**src/hdl/plar_pkg.sv**
```systemverilog
// plar_pkg: shared types and register codes for the pid address range lookup
// used by the table memory, the engine and the top level
`timescale 1ns / 1ps

package plar_pkg;

  // one stored range, already in host byte order
  typedef struct packed {
    logic [63:0] range_begin;
    logic [63:0] range_end;
    logic [31:0] pid;
    logic [31:0] name_off;
    logic [31:0] tag_off;
  } entry_t;

  // configuration seen by the engine
  typedef struct packed {
    logic        swap_bytes;
    logic [31:0] blob_size;
  } cfg_t;

  // one result item
  typedef struct packed {
    logic        hit;
    logic [63:0] hit_begin;
    logic [63:0] hit_end;
    logic [31:0] name_at;
    logic        tag_valid;
    logic [31:0] tag_at;
    logic        table_full;
  } result_t;

  // input item kinds
  localparam logic KIND_LOAD   = 1'b0;
  localparam logic KIND_LOOKUP = 1'b1;

  // register index, taken from the word address
  localparam logic REG_SWAP_BYTES = 1'b0;
  localparam logic REG_BLOB_SIZE  = 1'b1;

endpackage

```
**src/hdl/plar_chan_if.sv**
```systemverilog
// plar_chan_if: valid/ready channel interfaces for input items and result items
// standalone, no package dependency
`timescale 1ns / 1ps

interface plar_in_if;
  logic        valid;
  logic        ready;
  logic        kind;
  logic [63:0] entry_begin;
  logic [63:0] entry_end;
  logic [31:0] process_id;
  logic [31:0] entry_name_offset;
  logic [31:0] entry_tag_offset;
  logic [63:0] lookup_address;

  modport source (
    output valid, kind, entry_begin, entry_end, process_id,
           entry_name_offset, entry_tag_offset, lookup_address,
    input  ready
  );
  modport sink (
    input  valid, kind, entry_begin, entry_end, process_id,
           entry_name_offset, entry_tag_offset, lookup_address,
    output ready
  );
endinterface

interface plar_out_if;
  logic        valid;
  logic        ready;
  logic        hit;
  logic [63:0] hit_begin;
  logic [63:0] hit_end;
  logic [31:0] name_at;
  logic        tag_valid;
  logic [31:0] tag_at;
  logic        table_full;

  modport source (
    output valid, hit, hit_begin, hit_end, name_at, tag_valid, tag_at, table_full,
    input  ready
  );
  modport sink (
    input  valid, hit, hit_begin, hit_end, name_at, tag_valid, tag_at, table_full,
    output ready
  );
endinterface

```
**src/hdl/plar_engine.sv**
```systemverilog
// plar_engine: load sequencing and binary search over the table memory
// depends on plar_pkg and the channel interfaces; drives plar_table_mem
`timescale 1ns / 1ps

module plar_engine #(
  parameter int unsigned TABLE_DEPTH = 1024,
  localparam int unsigned IW = $clog2(TABLE_DEPTH),
  localparam int unsigned CW = $clog2(TABLE_DEPTH + 1)
) (
  input  logic              clk_i,
  input  logic              rst_ni,
  input  plar_pkg::cfg_t    cfg_i,
  plar_in_if.sink           in_i,
  plar_out_if.source        out_o,
  output logic              wr_en_o,
  output logic [IW-1:0]     wr_addr_o,
  output plar_pkg::entry_t  wr_data_o,
  output logic              rd_en_o,
  output logic [IW-1:0]     rd_addr_o,
  input  plar_pkg::entry_t  rd_data_i
);

  typedef enum logic [1:0] {
    S_IDLE,
    S_PROBE,
    S_CMP,
    S_DONE
  } state_e;

  state_e             state_q;
  logic [CW-1:0]      load_ptr_q;
  logic [CW-1:0]      committed_q;
  logic               overflow_q;
  logic [CW-1:0]      lo_q;
  logic [CW-1:0]      hi_q;
  logic [31:0]        key_pid_q;
  logic [63:0]        key_addr_q;
  plar_pkg::result_t  res_q;
  plar_pkg::result_t  out_q;
  logic               out_valid_q;

  logic               accept;
  logic               is_term;
  logic               room;
  logic               full_d;
  logic [CW-1:0]      mid;
  logic [CW-1:0]      mid_inc;
  logic               key_below;
  logic               key_above;
  logic               name_ok;
  logic               tag_ok;

  // handshake and load decode
  assign in_i.ready = (state_q == S_IDLE);
  assign accept     = in_i.valid && in_i.ready;
  assign is_term    = (in_i.kind == plar_pkg::KIND_LOAD) && (in_i.entry_begin == 64'd0) &&
                      (in_i.entry_end == 64'd0) && (in_i.process_id == 32'd0) &&
                      (in_i.entry_name_offset == 32'd0);
  assign room       = (load_ptr_q < CW'(TABLE_DEPTH));
  // drop flag reported with the accepted item
  assign full_d     = overflow_q ||
                      ((in_i.kind == plar_pkg::KIND_LOAD) && !is_term && !room);

  // table write, byte swapped when configured
  assign wr_en_o   = accept && (in_i.kind == plar_pkg::KIND_LOAD) && !is_term && room;
  assign wr_addr_o = load_ptr_q[IW-1:0];
  always_comb begin
    if (cfg_i.swap_bytes) begin
      wr_data_o.range_begin = {<<8{in_i.entry_begin}};
      wr_data_o.range_end   = {<<8{in_i.entry_end}};
      wr_data_o.pid         = {<<8{in_i.process_id}};
      wr_data_o.name_off    = {<<8{in_i.entry_name_offset}};
      wr_data_o.tag_off     = {<<8{in_i.entry_tag_offset}};
    end else begin
      wr_data_o.range_begin = in_i.entry_begin;
      wr_data_o.range_end   = in_i.entry_end;
      wr_data_o.pid         = in_i.process_id;
      wr_data_o.name_off    = in_i.entry_name_offset;
      wr_data_o.tag_off     = in_i.entry_tag_offset;
    end
  end

  // probe address: midpoint of the half-open interval [lo, hi)
  assign mid       = lo_q + ((hi_q - lo_q) >> 1);
  assign mid_inc   = mid + CW'(1);
  assign rd_en_o   = (state_q == S_PROBE);
  assign rd_addr_o = mid[IW-1:0];

  // compare key against the probed entry
  assign key_below = (key_pid_q < rd_data_i.pid) ||
                     ((key_pid_q == rd_data_i.pid) && (key_addr_q < rd_data_i.range_begin));
  assign key_above = (key_pid_q > rd_data_i.pid) ||
                     ((key_pid_q == rd_data_i.pid) && (key_addr_q >= rd_data_i.range_end));
  assign name_ok   = (rd_data_i.name_off != 32'd0) && (rd_data_i.name_off < cfg_i.blob_size);
  assign tag_ok    = (rd_data_i.tag_off != 32'd0) && (rd_data_i.tag_off < cfg_i.blob_size);

  // result channel
  assign out_o.valid      = out_valid_q;
  assign out_o.hit        = out_q.hit;
  assign out_o.hit_begin  = out_q.hit_begin;
  assign out_o.hit_end    = out_q.hit_end;
  assign out_o.name_at    = out_q.name_at;
  assign out_o.tag_valid  = out_q.tag_valid;
  assign out_o.tag_at     = out_q.tag_at;
  assign out_o.table_full = out_q.table_full;

  // sequencer, table counters and output register
  always_ff @(posedge clk_i or negedge rst_ni) begin
    if (!rst_ni) begin
      state_q     <= S_IDLE;
      load_ptr_q  <= '0;
      committed_q <= '0;
      overflow_q  <= 1'b0;
      out_valid_q <= 1'b0;
      lo_q        <= '0;
      hi_q        <= '0;
      key_pid_q   <= '0;
      key_addr_q  <= '0;
      res_q       <= '0;
      out_q       <= '0;
    end else begin
      if (out_valid_q && out_o.ready && (state_q != S_DONE)) begin
        out_valid_q <= 1'b0;
      end
      unique case (state_q)
        S_IDLE: begin
          if (accept) begin
            res_q <= {{($bits(plar_pkg::result_t) - 1){1'b0}}, full_d};
            if (in_i.kind == plar_pkg::KIND_LOAD) begin
              state_q <= S_DONE;
              if (is_term) begin
                committed_q <= load_ptr_q;
                load_ptr_q  <= '0;
                overflow_q  <= 1'b0;
              end else begin
                committed_q <= '0;
                if (room) begin
                  load_ptr_q <= load_ptr_q + CW'(1);
                end else begin
                  overflow_q <= 1'b1;
                end
              end
            end else begin
              key_pid_q  <= in_i.process_id;
              key_addr_q <= in_i.lookup_address;
              lo_q       <= '0;
              hi_q       <= committed_q;
              state_q    <= (committed_q != '0) ? S_PROBE : S_DONE;
            end
          end
        end
        S_PROBE: begin
          state_q <= S_CMP;
        end
        S_CMP: begin
          if (key_below) begin
            hi_q    <= mid;
            state_q <= (lo_q < mid) ? S_PROBE : S_DONE;
          end else if (key_above) begin
            lo_q    <= mid_inc;
            state_q <= (mid_inc < hi_q) ? S_PROBE : S_DONE;
          end else begin
            // containing range found: report only with a usable name
            res_q   <= {name_ok,
                        name_ok ? rd_data_i.range_begin : 64'd0,
                        name_ok ? rd_data_i.range_end : 64'd0,
                        name_ok ? rd_data_i.name_off : 32'd0,
                        name_ok && tag_ok,
                        (name_ok && tag_ok) ? rd_data_i.tag_off : 32'd0,
                        res_q.table_full};
            state_q <= S_DONE;
          end
        end
        S_DONE: begin
          if (!out_valid_q || out_o.ready) begin
            out_q       <= res_q;
            out_valid_q <= 1'b1;
            state_q     <= S_IDLE;
          end
        end
        default: begin
          state_q <= S_IDLE;
        end
      endcase
    end
  end

endmodule

```
**src/flat_wrapper.sv**
```systemverilog
// flat-port wrapper written by rule: the top's interface ports become plain ports
module plar_engine_flat 
#(
  parameter int unsigned TABLE_DEPTH = 1024,
  localparam int unsigned IW = $clog2(TABLE_DEPTH),
  localparam int unsigned CW = $clog2(TABLE_DEPTH + 1)
)
  (clk_i, rst_ni, cfg_i, wr_en_o, wr_addr_o, wr_data_o, rd_en_o, rd_addr_o, rd_data_i, in_i_valid, in_i_kind, in_i_entry_begin, in_i_entry_end, in_i_process_id, in_i_entry_name_offset, in_i_entry_tag_offset, in_i_lookup_address, in_i_ready, out_o_valid, out_o_hit, out_o_hit_begin, out_o_hit_end, out_o_name_at, out_o_tag_valid, out_o_tag_at, out_o_table_full, out_o_ready);
  plar_in_if in_i_i ();
  plar_out_if out_o_i ();
  input  logic clk_i;
  input  logic rst_ni;
  input  plar_pkg::cfg_t cfg_i;
  output logic wr_en_o;
  output logic [IW-1:0] wr_addr_o;
  output plar_pkg::entry_t wr_data_o;
  output logic rd_en_o;
  output logic [IW-1:0] rd_addr_o;
  input  plar_pkg::entry_t rd_data_i;
  input wire logic [$bits(in_i_i.valid)-1:0] in_i_valid;
  input wire logic [$bits(in_i_i.kind)-1:0] in_i_kind;
  input wire logic [$bits(in_i_i.entry_begin)-1:0] in_i_entry_begin;
  input wire logic [$bits(in_i_i.entry_end)-1:0] in_i_entry_end;
  input wire logic [$bits(in_i_i.process_id)-1:0] in_i_process_id;
  input wire logic [$bits(in_i_i.entry_name_offset)-1:0] in_i_entry_name_offset;
  input wire logic [$bits(in_i_i.entry_tag_offset)-1:0] in_i_entry_tag_offset;
  input wire logic [$bits(in_i_i.lookup_address)-1:0] in_i_lookup_address;
  output wire logic [$bits(in_i_i.ready)-1:0] in_i_ready;
  output wire logic [$bits(out_o_i.valid)-1:0] out_o_valid;
  output wire logic [$bits(out_o_i.hit)-1:0] out_o_hit;
  output wire logic [$bits(out_o_i.hit_begin)-1:0] out_o_hit_begin;
  output wire logic [$bits(out_o_i.hit_end)-1:0] out_o_hit_end;
  output wire logic [$bits(out_o_i.name_at)-1:0] out_o_name_at;
  output wire logic [$bits(out_o_i.tag_valid)-1:0] out_o_tag_valid;
  output wire logic [$bits(out_o_i.tag_at)-1:0] out_o_tag_at;
  output wire logic [$bits(out_o_i.table_full)-1:0] out_o_table_full;
  input wire logic [$bits(out_o_i.ready)-1:0] out_o_ready;
  assign in_i_i.valid = in_i_valid;
  assign in_i_i.kind = in_i_kind;
  assign in_i_i.entry_begin = in_i_entry_begin;
  assign in_i_i.entry_end = in_i_entry_end;
  assign in_i_i.process_id = in_i_process_id;
  assign in_i_i.entry_name_offset = in_i_entry_name_offset;
  assign in_i_i.entry_tag_offset = in_i_entry_tag_offset;
  assign in_i_i.lookup_address = in_i_lookup_address;
  assign in_i_ready = in_i_i.ready;
  assign out_o_valid = out_o_i.valid;
  assign out_o_hit = out_o_i.hit;
  assign out_o_hit_begin = out_o_i.hit_begin;
  assign out_o_hit_end = out_o_i.hit_end;
  assign out_o_name_at = out_o_i.name_at;
  assign out_o_tag_valid = out_o_i.tag_valid;
  assign out_o_tag_at = out_o_i.tag_at;
  assign out_o_table_full = out_o_i.table_full;
  assign out_o_i.ready = out_o_ready;
  plar_engine #(.TABLE_DEPTH(TABLE_DEPTH)) u_core (.clk_i(clk_i), .rst_ni(rst_ni), .cfg_i(cfg_i), .in_i(in_i_i), .out_o(out_o_i), .wr_en_o(wr_en_o), .wr_addr_o(wr_addr_o), .wr_data_o(wr_data_o), .rd_en_o(rd_en_o), .rd_addr_o(rd_addr_o), .rd_data_i(rd_data_i));
endmodule
```
**config.mk**
```make
export PLATFORM = sky130hd
export DESIGN_NAME = plar_engine_flat
export DESIGN_NICKNAME = d
export VERILOG_FILES = /design/src/hdl/plar_pkg.sv /design/src/hdl/plar_chan_if.sv /design/src/hdl/plar_engine.sv /design/src/flat_wrapper.sv
export SDC_FILE = /design/constraint.sdc
export NUM_CORES = 1
export LEC_CHECK = 0
export ABC_AREA = 1
export BUFFER_PORTS_ARGS = -buffer_cell sky130_fd_sc_hd__buf_4
export CAP_MARGIN = 20
export CORE_AREA = 2 2 390 392
export CTS_CLUSTER_DIAMETER = 200
export DETAILED_ROUTE_END_ITERATION = 10
export DIE_AREA = 0 0 392 394
export SYNTH_ARGS = -nofsm -noshare
export SYNTH_HDL_FRONTEND = slang
export SYNTH_SLANG_ARGS = --single-unit
```
**constraint.sdc**
```tcl
create_clock -name clk_i -period 5.3 [get_ports clk_i]
set_input_delay 1.06 -clock clk_i [delete_from_list [all_inputs] [get_ports clk_i]]
set_output_delay 1.06 -clock clk_i [all_outputs]
set_load 0.02 [all_outputs]
```
==> impl_results.md, run 1 <==
- Outcome: finished clean
- F_max: roughly 0.2 GHz
- Clock sinks: between 500 and 600
- Actual slew at the worst max-slew pin: about 1300 ps
- Max Slew Vio Count: 0
- Crit. End Element: output pin
- Via/cell ratio: about 4.3
- EDFF count, synth: 0
- Share of Yosys cell area claimed by the top area cell type: roughly 43%
- Hold Fails Final Rpt: 0
- First-pass detailed-route iteration total: 5
- Synthesized area per cell: approximately 8.4 µm²
- Crit path DAT: ~3900 ps
- Fin nets: approximately 5500
- Leak Pwr: roughly 24 nW
- Total grt overflow: 0
- Post-Syn Area: 31190 µm²
- CTS Buf Count: 67
- Vias: 29350
- Power density over the cells: approximately 520 nW/µm²
- Vias in the first global route: ~29000
- Register bit total from synthesis: roughly 530
- RSZ-0062 raised after global routing: no
- Rows: approximately 140
- Largest net degree at the start of global routing: roughly 110
- Crit path time final: between 4000 and 5000 ps
- Seq/Total Area, Yosys: between 40% and 50%
- Delay-heaviest family, CP: compound AO/OA/AOI/OAI gates
- VDD IR max: ~0.00031 V
- Critical path class: flip-flop to output pin
- Largest area contributor in the netlist: dfrtp_1
- Clk_lat worst skew: between 600 and 700 ps
- Tightest Hold Check Type: primary input to asynchronous set/reset pin
- Hold buffers post-CTS: 0
- Ys async rst share: 100.0%
- Reg clk slew, reported paths: roughly 60 ps
- Die Height: just under 400 µm
- DRC Markers: 0
- Avg WL per Cell: 23.71 µm
- Fill cell count: around 16000
- Total Wirelength: roughly 160000 µm
- Share of cells above drive strength 1: between 30% and 40%
- Total global-route track usage: about a fifth
- Synth cell types: 50
- DPL Wire Length: between 100000 and 150000 µm
- Worst-path cell with the longest stage delay: dfrtp_1
- Starting Density: 20.71%
- Starting DRT DRC Count: approximately 1800
- Placed inst area: ~41000 µm²
- Die area: roughly 150000 µm²
- Placeable Area: roughly 150000 µm²
- Synth area leaders: dfrtp_1 43%, nand2_1 13%, ha_1 11%
- Reg2Reg Setup Slack: 520 ps
- Most common cell after layout, fill and taps aside: nand2_1
- Largest stage delay, worst path: 420 ps
- Mapped Nets: between 4000 and 5000
- Part of the cycle the worst path needs: ~93%
- Worst Skew: 43.50 ps
- Top_reg_cell synth: dfrtp_1
- Critical path buffers and inverters: 3
- CTS HTree Levels: 3
- Worst EP required: 4240 ps
- Max-cap check violation count: 0
- Initial antenna violation count: 36
- YS warnings: 0
- Max Buffers Root-to-Sink: 3
- Die Wd: between 300 and 400 µm
- Final Cell Area: roughly 43000 µm²
- Final setup TNS: 0 ps
- # IOs: 993
- Layout area overhead: 38.83%
- Final Worst Setup Slack: 354.2 ps
- Crit. path cell count: 19
- Post-place setup slack: approximately 150 ps
- Final GP Congestion: approximately 0.95
- Worst R2R Path Depth: 32
- First-pass GRT wire length: 217900 µm
- Worst-path fanout max: 4
- Worst slew margin: between 10% and 20%
- Crit-path cells: ha_4 -> a21oi_1 -> o21ai_0 -> a21oi_2 -> nor2_1 -> o21ai_1 -> nand2_1 -> a21o_1 -> a21oi_1 -> xnor2_1 -> ha_1 -> inv_2 -> nor3_2 -> nand3_2 -> nand3_1 -> nand2_1 -> nand2_2 -> buf_4 -> buf_4
- IO Port Bufs: 992
- Startpoint types: flip-flop
- DRT antenna net count: 0
- Final setup viols: 0
- Post-Syn Instances: 3706
- Commonest non-fill, non-tap cells in the layout: 1088 x nand2_1, 1025 x buf_4, 534 x dfrtp_1, 479 x inv_1, 274 x o21ai_0
- Root Buffer: clkbuf_16
- CTS tree: done
report_power, final:
group	switching [W]	leakage [nW]	internal (W)
combinational	0.00681	15.3	0.00441
clock	0.00194	1.09	0.00277
sequential	0.00104	7.15	0.00557
worst register-to-register path: cells and delay by family (launching register included):
family,cells,cell delay [ps]
simple gates,14,1490
compound gates,9,1210
fa+ha+maj,3,980
flops,1,370
buf+inv,4,330
xor+xnor,2,290
final timing paths:
| check | start | end |
|---|---|---|
| worst max-delay path | u_core.hi_q[2] | rd_addr_o[9] |
| max in group asynchronous | rst_ni | u_core.key_pid_q[7] |
| min in group clk_i | u_core.res_q[173] | u_core.res_q[173] |
| worst min-delay path | rst_ni | u_core.out_o.hit_begin[36] |
| worst max register to register | u_core.lo_q[0] | u_core.state_q[1] |
| worst min register to register | u_core.res_q[173] | u_core.res_q[173] |
cells by family (layout without fill, tap and decap cells):
group                    Yosys count  count (layout)  share of synthesized area [%]
XOR/XNOR                          26              26                         0.7300
flip-flops                       534             534                          42.84
multiplexers                     258             258                          9.314
AO/OA/AOI/OAI                    506             506                          8.347
adder cells (fa/ha/maj)          264             264                          10.64
buffers and inverters            631            1648                          8.616
AND/OR/NAND/NOR                 1487            1487                          19.52
other                              0              10                              0
repair_timing:
action	4_1_cts	5_1_grt
setup buffers	0	0
resized for setup	1	11
pin swaps	0	1
setup endpoints to repair	1	3
through the flow:
step	utilization [%]	hold slack (ps)	power, W	std cells
after floorplan	-	445.0	0.01322	3706
after global placement	27.21	457.6	0.01771	6635
after detailed placement	27.21	461.2	0.01787	6635
after CTS	28.69	476.9	0.02274	6753
after global routing	28.74	491.3	0.02420	6761
final	28.75	470.1	0.02255	6763
final cells by class:
| type | instances | area (µm²) | area share [%] |
|---|---|---|---|
| Antenna cell | 10 | 25.02 | 0.05779 |
| Clock buffer | 88 | 1887 | 4.357 |
| Clock inverter | 30 | 341.6 | 0.7888 |
| Inverter | 485 | 1821 | 4.204 |
| Multi-Input combinational cell | 2541 | 15240 | 35.20 |
| Sequential cell | 534 | 13360 | 30.86 |
| Tap cell | 2030 | 2540 | 5.865 |
| Timing Repair Buffer | 1045 | 8085 | 18.67 |
flip-flops by register name, indices dropped and copies added, names as in the netlist, 2 cells and up:
name	flops
u_core.out_o.name_at	32
u_core.out_o.tag_at	32
u_core.key_addr_q	64
u_core.committed_q	11
u_core.load_ptr_q	11
u_core.state_q	2
u_core.key_pid_q	32
u_core.out_o.hit_end	64
u_core.out_o.hit_begin	64
u_core.hi_q	11
u_core.res_q	195
u_core.lo_q	11
synthesized netlist by cell type, types with 3 or more instances:
| library cell | n |
|---|---|
| o21ai_1 | 14 |
| inv_1 | 480 |
| inv_2 | 4 |
| clkbuf_1 | 81 |
| o211ai_1 | 3 |
| dfrtp_1 | 534 |
| buf_6 | 32 |
| nor2_1 | 153 |
| nand2_1 | 1091 |
| nor2_2 | 7 |
| a21oi_1 | 185 |
| o21a_1 | 7 |
| nor4_1 | 36 |
| mux2_2 | 258 |
| nand4_1 | 51 |
| nor3b_1 | 3 |
| xor2_1 | 17 |
| a31oi_1 | 4 |
| nand3b_1 | 4 |
| o21ai_0 | 277 |
| buf_1 | 6 |
| ha_1 | 262 |
| or2_2 | 5 |
| nand3_1 | 95 |
| buf_2 | 12 |
| nand2_2 | 5 |
| buf_4 | 14 |
| xnor2_1 | 9 |
| a21o_1 | 6 |
| nor3_1 | 24 |
metal layers:
| metal | track usage (%) | up-vias | part of all wire (%) | wire length, µm |
|---|---|---|---|---|
| met4 | 15.35 | 18 | 8.6 | 13800 |
| li1 | - | 13980 | - | - |
| met5 | 0 | - | 0.075 | 121 |
| met1 | 20.44 | 14010 | 35 | 55400 |
| met2 | 35.70 | 1063 | 50 | 80270 |
| met3 | 4.612 | 279 | 6.7 | 10770 |
(Power assumes the default switching activity.)
==> run 2: changes to the inputs <==
- CTS_BUF_LIST: default -> sky130_fd_sc_hd__clkbuf_16
==> impl_results.md, run 2 (synthesis gave the netlist of run 1 again) <==
- Fin nets: 5488
- Hold buffers post-CTS: 0
- Worst slew margin: 24.43%
- Actual slew at the worst max-slew pin: 1123 ps
- Max Buffers Root-to-Sink: 3
- RSZ-0062 raised after global routing: no
- DRT antenna net count: 0
- Root Buffer: clkbuf_16
- Part of the cycle the worst path needs: between 90% and 100%
- Leak Pwr: 23.54 nW
- First-pass GRT wire length: between 200000 and 250000 µm
- Critical path buffers and inverters: 3
- Layout area overhead: 38.47%
- Largest net degree at the start of global routing: roughly 110
- Grt met1 use: around a fifth
- Fill cell count: 16320
- DPL Wire Length: ~140000 µm
- Top reg by flops: u_core.res_q
- Hold Fails Final Rpt: 0
- Max Slew Vio Count: 0
- DRC Markers: 0
- Fin util: roughly 29%
- Post-route total power: between 0.02 and 0.025 W
- CTS HTree Levels: 3
- Die Height: 394 µm
- Delay-heaviest family, CP: compound AO/OA/AOI/OAI gates
- Outcome: finished clean
- CTS tree: done
- Tightest Hold Check Type: primary input to asynchronous set/reset pin
- Initial antenna violation count: 37
- Worst EP required: roughly 4200 ps
- Total grt overflow: 0
- Final setup TNS: 0 ps
- Post-CTS Setup Bufs: 0
- VDD IR max: roughly 0.00032 V
- Met3 Use GR: about 4.8%
- Worst-path fanout max: 4
- Register area: 13360 µm²
- F_max: just over 0.2 GHz
- Share of cells above drive strength 1: 30.53%
- GR peak layer: met2
- Worst Skew: about 43 ps
- Clk_lat worst skew: ~670 ps
- Starting DRT DRC Count: ~1700
- Worst-path cell with the longest stage delay: dfrtp_1
- Final setup viols: 0
- Critical path class: flip-flop to output pin
- Max FFs per register: a little under 200
- Most common cell after layout, fill and taps aside: nand2_1
- Placeable Area: ~150000 µm²
- Die area: approximately 150000 µm²
- First-pass detailed-route iteration total: 6
- Startpoint types: flip-flop
- IO Port Bufs: between 900 and 1000
- Crit-path cells: ha_4 -> a21oi_1 -> o21ai_0 -> a21oi_2 -> nor2_1 -> o21ai_1 -> nand2_1 -> a21o_1 -> a21oi_1 -> xnor2_1 -> ha_1 -> inv_2 -> nor3_2 -> nand3_2 -> nand3_1 -> nand2_1 -> nand2_2 -> buf_4 -> buf_4
- Total global-route track usage: 20.14%
- Final GP Congestion: 0.9501
- Area occupied by multi-input gates: around 15000 µm²
- Power density over the cells: between 500 and 600 nW/µm²
- Max-cap check violation count: 0
- # IOs: 993
- Via/cell ratio: approximately 4.3
- Rows: roughly 140
- Commonest non-fill, non-tap cells in the layout: 1088 x nand2_1, 1025 x buf_4, 534 x dfrtp_1, 488 x inv_1, 274 x o21ai_0
- Total Wirelength: around 160000 µm
- Avg WL per Cell: around 24 µm
- CTS Buf Count: 67
- Vias: between 20000 and 30000
- Reg clk slew, reported paths: ~50 ps
- Clock sinks: 534
- WHS: about 460 ps
- Crit path time final: approximately 5000 ps
- Crit. End Element: output pin
- Global Route met2 Usage: 35.70%
- Crit path DAT: around 4000 ps
- Starting Density: approximately 21%
- Vias in the first global route: around 29000
- Die Wd: 392 µm
- Largest stage delay, worst path: around 420 ps
-- run 2: power by group --
group / leakage [nW] / switching, W / internal, W
logic: 15.3 / 0.00680 / 0.00441
registers: 7.15 / 0.00104 / 0.00557
clock network: 1.07 / 0.00194 / 0.00259
-- run 2: worst paths after layout --
| path | start | to | slack [ps] | depth (start not counted) |
|---|---|---|---|---|
| hold / removal | rst_ni | u_core.out_o.hit_begin[36] | 460 | 1 |
| setup reg to reg | u_core.lo_q[0] | u_core.state_q[1] | 530 | 32 |
| max in group asynchronous | rst_ni | u_core.key_pid_q[7] | 3640 | 2 |
| setup / recovery | u_core.hi_q[2] | rd_addr_o[9] | 350 | 19 |
| min in group clk_i | u_core.res_q[173] | u_core.res_q[173] | 470 | 2 |
| hold reg to reg | u_core.res_q[173] | u_core.res_q[173] | 470 | 2 |
-- run 2: per-stage QoR --
stage	instance area, µm²	cells	setup WS, ps
after CTS	43120	6753	44.32
final	43200	6763	349.8
after global routing	43190	6761	13.48
after detailed placement	40990	6635	151.6
after global placement	40990	6635	167.7
after floorplan	31190	3706	990.1
-- run 2: per-layer routing --
metal  wire length, µm  up-vias
li1                  -    13980
met1             54490    14010
met2             80150     1098
met3             11650      295
met4             13950       20
met5               144        -
-- run 2: area by class of cell --
class | instances | area share (%)
Antenna cell | 10 | 0.05793
Multi-Input combinational cell | 2541 | 35.29
Clock buffer | 68 | 3.939
Timing Repair Buffer | 1045 | 18.72
Clock inverter | 50 | 0.9646
Sequential cell | 534 | 30.94
Tap cell | 2030 | 5.880
Inverter | 485 | 4.215
-- run 2: repair_timing --
item / CTS / global route
setup endpoints to repair: 1 / 3
pin swaps: 0 / 1
resized for setup: 1 / 11
-- run 2: worst reg2reg max path, delay by kind of cell (launching register included) --
kind            cells  cell delay [ps]
flops               1              370
buf+inv             4              330
xor+xnor            2              290
simple gates       14             1480
fa+ha+maj           3              980
compound gates      9             1210
